File: src/cxrd_pkg.sv
// Package for the chunk XOR-rotate descrambler.
// Holds field widths, mode codes, the key table and the rotate helpers.
// No dependencies.
package cxrd_pkg;

    localparam int BYTE_W      = 8;
    localparam int LEN_W       = 11;
    localparam int WORD_W      = 16;
    localparam int SLOT_W      = 5;
    localparam int KEY_LENGTH  = 17;
    localparam int MAX_CHUNK   = 2047;

    // Configuration port
    localparam int APB_ADDR_W  = 3;
    localparam int APB_DATA_W  = 32;
    localparam int MODE_W      = 2;
    localparam logic REG_MODE  = 1'b0;   // register index, paddr[2]

    // scramble_mode codes
    localparam logic [MODE_W-1:0] MODE_PASS    = 2'd0;
    localparam logic [MODE_W-1:0] MODE_CHAIN   = 2'd1;
    localparam logic [MODE_W-1:0] MODE_KEY     = 2'd2;
    localparam logic [MODE_W-1:0] MODE_KEY_ALT = 2'd3;  // same as MODE_KEY

    localparam logic [WORD_W-1:0] CHAIN_SEED = 16'hDB24;

    localparam logic [BYTE_W-1:0] KEY_TABLE [KEY_LENGTH] = '{
        8'h8C, 8'h53, 8'hB8, 8'hA7, 8'h9E, 8'h0F, 8'h0A, 8'hCB, 8'h28,
        8'h62, 8'h2D, 8'h50, 8'h7E, 8'h05, 8'h3D, 8'h4E, 8'h35
    };

    // Result queue
    localparam int FIFO_DEPTH = 4;
    localparam int PTR_W      = 2;
    localparam int CNT_W      = 3;

    typedef struct packed {
        logic [BYTE_W-1:0] data;
        logic              last;
    } result_t;

    // Key byte for a slot; an out-of-range slot falls back to slot zero
    function automatic logic [BYTE_W-1:0] key_byte(input logic [SLOT_W-1:0] slot);
        logic [BYTE_W-1:0] k;
        if (slot < SLOT_W'(KEY_LENGTH))
        begin
            k = KEY_TABLE[slot];
        end
        else
        begin
            k = KEY_TABLE[0];
        end
        return k;
    endfunction

    function automatic logic [WORD_W-1:0] rotr16(input logic [WORD_W-1:0] w,
                                                 input logic [3:0] r);
        logic [2*WORD_W-1:0] d;
        d = {w, w} >> r;
        return d[WORD_W-1:0];
    endfunction

    function automatic logic [BYTE_W-1:0] rotr8(input logic [BYTE_W-1:0] b,
                                                input logic [2:0] r);
        logic [2*BYTE_W-1:0] d;
        d = {b, b} >> r;
        return d[BYTE_W-1:0];
    endfunction

endpackage

File: src/chunk_xor_rotate_descrambler_unit.sv
// Chunk XOR-rotate descrambler, top level.
// Depends on cxrd_pkg (widths, mode codes, key table, rotate functions).
//
//   channel  | direction | handshake          | payload
//   ---------+-----------+--------------------+-------------------------------
//   in       | sink      | in_valid/in_stall  | cipher_byte, chunk_length
//   out      | source    | out_valid/out_stall| plain_byte, chunk_end
//   apb      | slave     | psel/penable/pready| paddr, pwdata, pwrite, prdata
//
// One input byte per cycle while in_stall is low; its results enter the result
// queue at the accepting edge and are output from its head. Outside pass mode
// a word's second byte pushes two, a non-final first byte none; others push one.
// in_stall rises when the four-entry result queue has fewer than two free slots.
// Reset clears the counters, loads the chain seed and empties the queue.
module chunk_xor_rotate_descrambler_unit (
    input  logic                              clk,
    input  logic                              rst_n,
    // input transfer
    input  logic                              in_valid,
    output logic                              in_stall,
    input  logic [cxrd_pkg::BYTE_W-1:0]       cipher_byte,
    input  logic [cxrd_pkg::LEN_W-1:0]        chunk_length,
    // result transfer
    output logic                              out_valid,
    input  logic                              out_stall,
    output logic [cxrd_pkg::BYTE_W-1:0]       plain_byte,
    output logic                              chunk_end,
    // configuration
    input  logic                              psel,
    input  logic                              penable,
    input  logic                              pwrite,
    input  logic [cxrd_pkg::APB_ADDR_W-1:0]   paddr,
    input  logic [cxrd_pkg::APB_DATA_W-1:0]   pwdata,
    output logic [cxrd_pkg::APB_DATA_W-1:0]   prdata,
    output logic                              pready
);
    import cxrd_pkg::*;

    logic [MODE_W-1:0]  mode_reg;
    logic [LEN_W-1:0]   pos_reg,      pos_next;
    logic [SLOT_W-1:0]  slot_reg,     slot_next;
    logic [BYTE_W-1:0]  held_reg,     held_next;
    logic [WORD_W-1:0]  chain_reg,    chain_next;
    logic [2:0]         lrot_reg,     lrot_next;

    result_t            fifo_mem [FIFO_DEPTH];
    logic [PTR_W-1:0]   wr_ptr_reg,   wr_ptr_next;
    logic [PTR_W-1:0]   rd_ptr_reg,   rd_ptr_next;
    logic [CNT_W-1:0]   count_reg,    count_next;

    logic               in_xfer;
    logic               out_xfer;
    logic               cfg_write;
    logic               key_on;
    logic               chain_on;
    logic [LEN_W-1:0]   len_eff;
    logic               is_final;
    logic [WORD_W-1:0]  chain_cur;
    logic [2:0]         lrot_cur;
    logic [BYTE_W-1:0]  key_mix;
    logic [BYTE_W-1:0]  byte_k;
    logic [BYTE_W-1:0]  dl;
    logic [BYTE_W-1:0]  cl;
    logic [WORD_W-1:0]  pair_word;
    logic [WORD_W-1:0]  word_out;
    logic [1:0]         push_n;
    result_t            push0;
    result_t            push1;

    // Configuration port
    assign pready    = 1'b1;
    assign cfg_write = psel && penable && pwrite && pready;

    always_comb
    begin
        prdata = '0;
        if (paddr[2] == REG_MODE)
        begin
            prdata[MODE_W-1:0] = mode_reg;
        end
    end

    always_ff @(posedge clk or negedge rst_n)
    begin
        if (!rst_n)
        begin
            mode_reg <= MODE_PASS;
        end
        else if (cfg_write && (paddr[2] == REG_MODE))
        begin
            mode_reg <= pwdata[MODE_W-1:0];
        end
    end

    // Handshakes
    assign in_stall  = (count_reg > CNT_W'(FIFO_DEPTH - 2));
    assign in_xfer   = in_valid && !in_stall;
    assign out_valid = (count_reg != '0);
    assign out_xfer  = out_valid && !out_stall;

    // Per-byte datapath
    assign key_on   = (mode_reg == MODE_KEY) || (mode_reg == MODE_KEY_ALT);
    assign chain_on = (mode_reg != MODE_PASS);
    assign len_eff  = (chunk_length == '0) ? LEN_W'(1) : chunk_length;
    assign is_final = ({1'b0, pos_reg} + (LEN_W+1)'(1)) >= {1'b0, len_eff};

    // chain and last rotate restart at the head of a chunk
    assign chain_cur = (pos_reg == '0) ? CHAIN_SEED : chain_reg;
    assign lrot_cur  = (pos_reg == '0) ? 3'd0 : lrot_reg;

    assign key_mix   = key_byte(slot_reg) + (len_eff[BYTE_W-1:0] - pos_reg[BYTE_W-1:0]);
    assign byte_k    = key_on ? (cipher_byte ^ key_mix) : cipher_byte;

    // remaining word count and rotate amount
    assign dl        = len_eff[BYTE_W:1] - pos_reg[BYTE_W:1];
    assign cl        = chain_cur[BYTE_W-1:0] + dl;
    assign pair_word = {byte_k, held_reg};
    assign word_out  = rotr16(pair_word, cl[3:0]) ^ {dl, dl} ^ chain_cur;

    always_comb
    begin
        held_next  = held_reg;
        chain_next = chain_cur;
        lrot_next  = lrot_cur;
        push_n     = 2'd0;
        push0      = '{data: byte_k, last: is_final};
        push1      = '{data: word_out[WORD_W-1:BYTE_W], last: is_final};

        priority if (!chain_on)
        begin
            push_n = 2'd1;
        end
        else if (!pos_reg[0])
        begin
            if (is_final)
            begin
                // trailing odd byte
                push0.data = rotr8(byte_k ^ chain_cur[BYTE_W-1:0], lrot_cur);
                push_n     = 2'd1;
            end
            else
            begin
                held_next = byte_k;
            end
        end
        else
        begin
            push0      = '{data: word_out[BYTE_W-1:0], last: 1'b0};
            push_n     = 2'd2;
            chain_next = pair_word;
            lrot_next  = cl[2:0];
        end

        if (is_final)
        begin
            pos_next  = '0;
            slot_next = '0;
        end
        else
        begin
            pos_next  = pos_reg + LEN_W'(1);
            slot_next = (slot_reg == SLOT_W'(KEY_LENGTH - 1)) ? '0 : slot_reg + SLOT_W'(1);
        end
    end

    always_ff @(posedge clk or negedge rst_n)
    begin
        if (!rst_n)
        begin
            pos_reg   <= '0;
            slot_reg  <= '0;
            held_reg  <= '0;
            chain_reg <= CHAIN_SEED;
            lrot_reg  <= '0;
        end
        else if (in_xfer)
        begin
            pos_reg   <= pos_next;
            slot_reg  <= slot_next;
            held_reg  <= held_next;
            chain_reg <= chain_next;
            lrot_reg  <= lrot_next;
        end
    end

    // Result queue bookkeeping
    always_comb
    begin
        wr_ptr_next = wr_ptr_reg;
        rd_ptr_next = rd_ptr_reg;
        count_next  = count_reg;
        if (in_xfer)
        begin
            wr_ptr_next = wr_ptr_reg + PTR_W'(push_n);
            count_next  = count_next + CNT_W'(push_n);
        end
        if (out_xfer)
        begin
            rd_ptr_next = rd_ptr_reg + PTR_W'(1);
            count_next  = count_next - CNT_W'(1);
        end
    end

    always_ff @(posedge clk or negedge rst_n)
    begin
        if (!rst_n)
        begin
            wr_ptr_reg <= '0;
            rd_ptr_reg <= '0;
            count_reg  <= '0;
        end
        else
        begin
            wr_ptr_reg <= wr_ptr_next;
            rd_ptr_reg <= rd_ptr_next;
            count_reg  <= count_next;
        end
    end

    // Queue storage: up to two entries written per transfer
    always_ff @(posedge clk)
    begin
        if (in_xfer && (push_n != 2'd0))
        begin
            fifo_mem[wr_ptr_reg] <= push0;
        end
        if (in_xfer && (push_n == 2'd2))
        begin
            fifo_mem[wr_ptr_reg + PTR_W'(1)] <= push1;
        end
    end

    assign plain_byte = fifo_mem[rd_ptr_reg].data;
    assign chunk_end  = fifo_mem[rd_ptr_reg].last;

`ifndef SYNTHESIS
    // queue never overfills
    assert property (@(posedge clk) disable iff (!rst_n)
        count_reg <= CNT_W'(FIFO_DEPTH))
        else $error("result queue overflow");

    // position stays inside the longest chunk
    assert property (@(posedge clk) disable iff (!rst_n)
        pos_reg < LEN_W'(MAX_CHUNK))
        else $error("byte position out of range");

    // key slot stays inside the table
    assert property (@(posedge clk) disable iff (!rst_n)
        slot_reg < SLOT_W'(KEY_LENGTH))
        else $error("key slot out of range");

    // a final byte rewinds both counters
    assert property (@(posedge clk) disable iff (!rst_n)
        (in_xfer && is_final) |=> (pos_reg == '0) && (slot_reg == '0))
        else $error("counters not cleared at chunk end");

    // a non-final first byte of a word in a chain mode produces nothing
    assert property (@(posedge clk) disable iff (!rst_n)
        (in_xfer && chain_on && !pos_reg[0] && !is_final) |=> $stable(count_reg) || $past(out_xfer))
        else $error("unexpected result for held byte");
`endif

endmodule

File: config.mk
export PLATFORM = sky130hd
export DESIGN_NAME = chunk_xor_rotate_descrambler_unit
export DESIGN_NICKNAME = d
export VERILOG_FILES = /design/src/cxrd_pkg.sv /design/src/chunk_xor_rotate_descrambler_unit.sv
export SDC_FILE = /design/constraint.sdc
export NUM_CORES = 1
export LEC_CHECK = 0
export ABC_AREA = 1
export BUFFER_PORTS_ARGS = -buffer_cell sky130_fd_sc_hd__buf_2
export CAP_MARGIN = 20
export CORE_ASPECT_RATIO = 0.5
export CORE_MARGIN = 5
export CORE_UTILIZATION = 50
export DETAILED_ROUTE_END_ITERATION = 8
export GPL_TIMING_DRIVEN = 0
export PLACE_DENSITY = 0.72
export SLEW_MARGIN = 20
export SYNTH_ARGS = -nofsm -noshare
export SYNTH_HDL_FRONTEND = slang
export SYNTH_SLANG_ARGS = --single-unit
export TNS_END_PERCENT = 20
File: constraint.sdc
create_clock -name clk -period 7.1 [get_ports clk]
set_input_delay 0 -clock clk [delete_from_list [all_inputs] [get_ports clk]]
set_output_delay 0 -clock clk [all_outputs]
set_load 0.01 [all_outputs]
## Yosys cells after proc, flatten, opt, wreduce, memory -nomap -nowiden

Memory sizes are Yosys's and may differ from the RTL's.
Index checks and enable logic that the tools add are counted.

- Input port bits: 61
- Bits in registers: 52
- Bits in writable memories: 36
- Memories kept: 2
- ROM bits: 256

Memory list:

| name | words | width | rd ports | clocked after memory_dff | write ports | RTL line | RTL |
|---|---|---|---|---|---|---|---|
| (no name shown) | 32 | 8 | 1 | 0 | 0 | cxrd_pkg.sv:47 | `k = KEY_TABLE[slot];` |
| fifo_mem | 4 | 9 | 1 | 0 | 2 | chunk_xor_rotate_descrambler_unit.sv:46 | `result_t fifo_mem [FIFO_DEPTH];` |

- Reductions and logical operators: 16
- Magnitude comparators: 4
- Bitwise logic cells: 8
- Multiplexer cells: 28
- Eq/ne operators: 4
- Shift operators: 2
- $add $sub $neg: 12

Operators by type and width:

| operator | number |
|---|---|
| $mux 16 | 3 |
| $mux 8 | 6 |
| $shr 32x4->16 | 1 |
| $xor 16x16->16 | 2 |
| $logic_not 11->1 | 2 |
| $mux 11 | 2 |
| $shr 16x3->8 | 1 |
| $sub 8x8->8 | 2 |
| $xor 8x8->8 | 2 |
| $mux 3 | 5 |
| $add 11x1->12 const B | 1 |
| $ge 12x11->1 | 1 |
| $add 11x1->11 const B | 1 |
| $mux 5 | 2 |
| $mux 9 | 1 |
| $add 8x8->8 | 1 |
| $logic_and 1x1->1 | 7 |
| $eq 2x2->1 const B | 3 |
| $ge 6x6->1 const B | 1 |
| $mux 1 | 6 |
| $mux 2 | 3 |
| $not 5->6 | 1 |
| $add 5x1->5 const B | 1 |
| $eq 5x5->1 const B | 1 |
| 13 further kinds | 18 |

## Logic depth before layout (Yosys ltp)

Gate-level depths: netlist (run 1).

- Depth in word-level cells: 13
- Depth in mapped cells: 27

## Worst setup path before layout (run 1)

OpenSTA, ideal clock, no wires.

- Path type: flip-flop to flip-flop
- Start: register slot_reg[0]
- End: memory fifo_mem[3][3] in the netlist's numbering, data pin
- Setup slack: 3,213 ps
- Arrival: 3,634 ps
- Stages on the path, launching flop included: 23
- Data required time: 6,847 ps
- Clock period less this slack: 3,887 ps
- Cell sequence: dfrtp_1 > inv_1 > ha_1 > nand2_1 > nand3_1 > o31ai_1 > inv_1 > fa_1 > inv_1 > fa_1 > or2_1 > a31o_2 > nand2_1 > nand2_1 > o21ai_2 > nand2_1 > nand2_1 > nand2_1 > nand3_2 > nand2_1 > or2_1 > nand3_1 > nand2_1

RTL lines:

| element | RTL line | RTL |
|---|---|---|
| start, declared | chunk_xor_rotate_descrambler_unit.sv:41 | `logic [SLOT_W-1:0] slot_reg, slot_next;` |
| start signal, assigned | chunk_xor_rotate_descrambler_unit.sv:179 | `slot_reg <= slot_next;` |
| end, declared | chunk_xor_rotate_descrambler_unit.sv:46 |  |

==> flow_metrics.tcl, run 1 <==
set metrics [dict create \
    cp-start-kind "register" \
    crit_arrival_ns 5.04 \
    synth_edf_count 36 \
    vias 8353 \
    crit_path_end_kind "register" \
    worstPathMaxFanout 6 \
    die_w_um 195 \
    gr-total-overflow 0 \
    yosys.area.top_type "dfrtp_1" \
    rows 33 \
    finalHoldViolCount 0 \
    routabilityCongestion 1.00 \
    cts_tree "yes" \
    r2r_cells 26 \
    largest_reg_flops 36 \
    synthArstFlopShare_pct 59.1 \
    hold_depth 3 \
    min_period_ns 4.94 \
    remaining_drc_errors 0 \
    cts_buffers 9 \
    fin_nets 1406 \
    ff2ff_setup_slack_ns 2.16 \
    syn-instance-count 1212 \
    ys_seq_area_share_pct 28.0 \
    cts_resized 0 \
    antenna_cells 0 \
    ff_latch_area_sq_mm 0.00239 \
    synthTopCellsByArea "dfrtp_1 (13%), edfxtp_1 (13%), nand2_1 (12%)" \
    synth-seq-cells 88 \
    grt_pass1_wl_um 40400 \
    track_usage_pct 25.4 \
    wl_per_cell_um 16.5 \
    r2r-end "fifo_mem[3][4]" \
    worst-slew-pin-transition_ns 0.917 \
    ios 105 \
    coreArea_sq_mm 0.0166 \
    die_h_um 103 \
    area_growth_pct 10.9 \
    synth-main-ff-cell "dfrtp_1" \
    grt_max_degree 53 \
    fin_skew_ns 0.0159 \
    syn_area_per_cell_sq_um 7.06 \
    status "finished, final reports clean" \
    first_pass_iters 6 \
    layout_common_cells "nand2_1 (280), nand3_1 (178), inv_1 (130)" \
    yosys_warnings 0 \
    viasPerCell 5.47 \
    finalSetupTns_ns 0 \
    first_global_vias 7617 \
    hpwl_um 20400 \
    clk_path_buf_depth 2 \
    cp-startpoint "slot_reg[0]" \
    final_antenna_net_count 0 \
    layout-drive-gt1-share_pct 17.5 \
    cts_sinks 88 \
    drt-total-wl_um 25200 \
    synth_top_area_share_pct 12.9 \
    port-buffer-count 41 \
    clkSlewWorstSetupHoldPaths_ns 0.07 \
    drtIter0Drc 841 \
    fill_cells 1623 \
    fmax_mhz 202 \
    netlist_area_sq_mm 0.00856 \
    drv_slew 0 \
    antenna_found_initial 0 \
    multi_input_area_sq_mm 0.00520 \
    die_area_sq_mm 0.0200 \
    path_class "register to register" \
    htreeDepth 3 \
    rsz0062_at_grt "false" \
    final_common_cell "nand2_1" \
    clockRootBuffer "clkbuf_16" \
    maxCapViolations 0 \
    start_util_pct 51.6 \
    clkLatencyLatePin_ns 0.36 \
    period_share_pct 69.6 \
    worstSetupEndpoint "fifo_mem[3][4]" \
    max_slew_margin_pct 38.5 \
    synth_cell_types 59 \
    required_ns 7.20 \
    timing.rr.start "slot_reg[0]" \
    min_path_type "input pin to register" \
    setup_viol 0 \
]
-- per-layer routing --
layer,GRT usage (%),up-vias,wire (um)
li1,-,4102,-
met1,36.5,3881,11500
met2,41.8,335,11400
met3,3.23,35,1950
met4,5.63,0,364
met5,0,-,0
-- cells in the mapped netlist (3+ instances only) --
| cell | number |
|---|---|
| inv_1 | 130 |
| or2_2 | 12 |
| dfstp_2 | 8 |
| nor2_1 | 65 |
| nand3_2 | 15 |
| nand3_1 | 178 |
| fa_1 | 8 |
| o22ai_1 | 31 |
| nand4_1 | 14 |
| edfxtp_1 | 36 |
| a21oi_1 | 28 |
| nand2_1 | 280 |
| o221ai_1 | 5 |
| xor2_1 | 26 |
| o21ai_1 | 19 |
| buf_2 | 11 |
| nand2_2 | 15 |
| a21oi_2 | 4 |
| o32ai_1 | 3 |
| buf_6 | 5 |
| xnor2_1 | 9 |
| mux2i_1 | 5 |
| o211ai_1 | 3 |
| xor2_2 | 7 |
| or2_1 | 12 |
| clkbuf_1 | 20 |
| ha_1 | 41 |
| o21ai_0 | 59 |
| o31ai_1 | 3 |
| inv_2 | 31 |
| nor2_2 | 10 |
| dfrtp_1 | 44 |
| nor2_4 | 4 |
| nor3_1 | 4 |
| buf_4 | 35 |
-- worst max-delay path, stage by stage (launching register included) --
cell,delay [ns]
dfrtp_1,0.47
inv_1,0.16
ha_1,0.37
nand2_1,0.12
nand3_1,0.08
o31ai_1,0.13
inv_1,0.11
fa_1,0.49
inv_1,0.06
fa_1,0.47
nand3_1,0.09
nand3_1,0.09
or2_1,0.23
nand3_1,0.07
nand2_1,0.05
nand2_1,0.23
inv_1,0.22
nand2_1,0.13
nand3_1,0.12
nand3_1,0.13
nand3_1,0.08
nand2_1,0.09
inv_2,0.03
a21oi_1,0.27
nand2_1,0.21
nand2_1,0.10
nand2_1,0.06
-- worst min-delay path by stage --
| stage | slack [ns] | startpoint | endpoint |
|---|---|---|---|
| 2_1_floorplan | -0.30 | rst_n | chain_reg[0] |
| 3_3_place_gp | 0.26 | paddr[2] | prdata[1] |
| 3_5_place_dp | 0.11 | rst_n | pos_reg[10] |
| 4_1_cts | 0.01 | pwrite | mode_reg[0] |
| 5_1_grt | 0.03 | pwrite | mode_reg[0] |
| 6_report | 0.02 | pwrite | mode_reg[0] |
-- cell families (layout without fill, tap and decap cells) --
| kind of cell | Yosys count | in the layout | share of synthesized area [%] |
|---|---|---|---|
| buffers and inverters | 236 | 296 | 12.5 |
| adder cells (fa/ha/maj) | 49 | 49 | 7.87 |
| XOR/XNOR | 44 | 44 | 5.29 |
| AND/OR/NAND/NOR | 621 | 621 | 34.2 |
| AO/OA/AOI/OAI | 167 | 167 | 11.5 |
| flip-flops | 88 | 88 | 28.0 |
| other | 2 | 31 | 0.0878 |
| multiplexers | 5 | 5 | 0.585 |
-- layout make-up --
class / instances / area share, %
repair buffers: 44 / 2.50
plain buffers: 72 / 4.77
multi-input cells: 917 / 54.8
inverters: 164 / 6.51
flip-flops and latches: 88 / 25.2
well taps: 227 / 2.99
clock buffers: 9 / 2.37
clock inverters: 7 / 0.830
-- stage by stage --
step / util [%] / worst slack [ns] / cells / hold slack [ns] / cell area [sq um]
floorplan: - / 3.21 / 1241 / -0.296 / 8670
global placement: 55.2 / 2.33 / 1509 / 0.263 / 9160
detailed placement: 55.2 / 2.29 / 1509 / 0.106 / 9160
CTS: 57.2 / 2.26 / 1528 / 0.0103 / 9490
global route: 57.2 / 1.91 / 1528 / 0.0332 / 9490
finish: 57.2 / 2.16 / 1528 / 0.0195 / 9490
-- what timing repair did --
item	4_1_cts	5_1_grt
hold buffers	3	0
endpoints found under the hold margin	46	0
buffers inserted	0	0
Power of run 1 is left out: the tool's default activity adds up to more than one toggle a clock period on the data nets, which glitch-free logic cannot reach.
==> run 2: changes to the inputs <==
- PLACE_DENSITY: 0.72 -> 0.75
- clock period: 7.1 -> 4.4 ns (I/O delays scaled with it)
==> flow_metrics.tcl, run 2 (synthesis gave the netlist of run 1 again) <==
set metrics [dict create \
    status "finished, final reports clean" \
    required_ns 4.51 \
    layout_common_cells "nand2_1 (267), nand3_1 (173), inv_1 (125)" \
    grt_max_degree 53 \
    die_h_um 103 \
    first_global_vias 7986 \
    worst-slew-pin-transition_ns 0.893 \
    finalHoldViolCount 0 \
    htreeDepth 3 \
    drv_slew 0 \
    drt-total-wl_um 26400 \
    final_antenna_net_count 0 \
    antenna_cells 0 \
    fin_nets 1413 \
    clkSlewWorstSetupHoldPaths_ns 0.08 \
    pre_cts_ws_ns -0.501 \
    start_util_pct 51.6 \
    max_slew_margin_pct 40.0 \
    hpwl_um 21000 \
    r2r_cells 24 \
    path_class "register to register" \
    wl_per_cell_um 17.2 \
    port-buffer-count 41 \
    max_stage_delay_ns 0.53 \
    viasPerCell 5.53 \
    rows 33 \
    cts_sinks 88 \
    ios 105 \
    ff2ff_setup_slack_ns 0.11 \
    layout-drive-gt1-share_pct 21.9 \
    fin_skew_ns 0.00922 \
    grt_pass1_wl_um 41500 \
    hold_depth 3 \
    worstPathMaxFanout 7 \
    cp-startpoint "slot_reg[1]" \
    min_path_type "input pin to register" \
    min_period_ns 4.29 \
    period_share_pct 97.6 \
    remaining_drc_errors 0 \
    timing.rr.start "slot_reg[1]" \
    hold_ws_ns 0.0307 \
    track_usage_pct 26.1 \
    gr-total-overflow 0 \
    coreArea_sq_mm 0.0166 \
    worst_slack_ns 0.106 \
    vias 8494 \
    die_w_um 195 \
    cts_buffers 9 \
    antenna_found_initial 1 \
    clkLatencyLatePin_ns 0.36 \
    final_area_sq_mm 0.00977 \
    cp_cell_sequence "inv_4, ha_4, nand2_2, nand3_1, o31ai_2, inv_1, fa_1, inv_1, fa_2, nand2_1, or2_1, nand2_2, inv_1, o21ai_2, nand2_1, o21ai_1, nand2_1, o21ai_2, or2_1, nand3_1, nand3_1, nand2_2, nand2_1, nand2_1" \
    final_common_cell "nand2_1" \
    crit_path_end_kind "register" \
    holdCritStartpoint "out_stall" \
    cts_tree "yes" \
    drtIter0Drc 837 \
    critPathMostFrequentCell "nand2_1" \
    fmax_mhz 233 \
    clockRootBuffer "clkbuf_16" \
    dpl_cell_area_sq_mm 0.00916 \
    setup_viol 0 \
    crit_arrival_ns 4.40 \
    min_to "count_reg[0]" \
    largest_reg_flops 36 \
    fin_util_pct 58.8 \
    routabilityCongestion 0.980 \
    area_growth_pct 14.1 \
    die_area_sq_mm 0.0200 \
    cp-start-kind "register" \
    cp_slowest_cell "fa_2" \
    maxCapViolations 0 \
    first_pass_iters 6 \
    r2r-end "fifo_mem[3][4]" \
    rsz0062_at_grt "true" \
    clk_path_buf_depth 2 \
]
run 2: routing by layer:
layer | up-vias | GRT usage, % | part of all wire, %
li1 | 4128 | - | -
met1 | 3919 | 34.6 | 43
met2 | 387 | 43.7 | 45
met3 | 58 | 5.94 | 8.7
met4 | 2 | 8.04 | 2.8
met5 | - | 0 | 0.057
run 2: per-stage QoR:
stage | TNS, ns | instances
floorplan | 0 | 1241
global placement | -8.92 | 1509
finish | 0 | 1535
global route | -0.464 | 1535
CTS | 0 | 1531
detailed placement | -11.66 | 1509
run 2: timing repair:
item	in CTS	in global routing
hold buffers	5	0
endpoints found under the setup margin	32	70
gates cloned	0	0
resized for setup	18	49
endpoints found under the hold margin	46	0
setup buffers	1	4
pin swaps	0	15
run 2: how the worst max path moves through the flow:
| stage | slack, ns | end | depth (start not counted) |
|---|---|---|---|
| floorplan | 0.51 | fifo_mem[3][3] | 22 |
| global placement | -0.43 | fifo_mem[3][6] | 26 |
| detailed placement | -0.50 | fifo_mem[2][6] | 26 |
| CTS | 0.0009 | fifo_mem[3][2] | 22 |
| global route | -0.06 | fifo_mem[3][4] | 26 |
| finish | 0.11 | fifo_mem[3][4] | 24 |
run 2: cell type report:
class / instances / area, sq um
clock buffers: 9 / 225
multi-input cells: 917 / 5420
plain buffers: 72 / 458
well taps: 227 / 284
inverters: 164 / 621
flip-flops and latches: 88 / 2400
clock inverters: 7 / 68.8
repair buffers: 51 / 295
fillers: 1557 / 6830
run 2: critical path: cells and delay by family (launching register included):
family          cells  cell delay, ns
flops               1            0.45
compound gates      4            0.55
simple gates       13            1.34
fa+ha+maj           3            1.24
buf+inv             4            0.45
Power of run 2 is left out for the same reason.
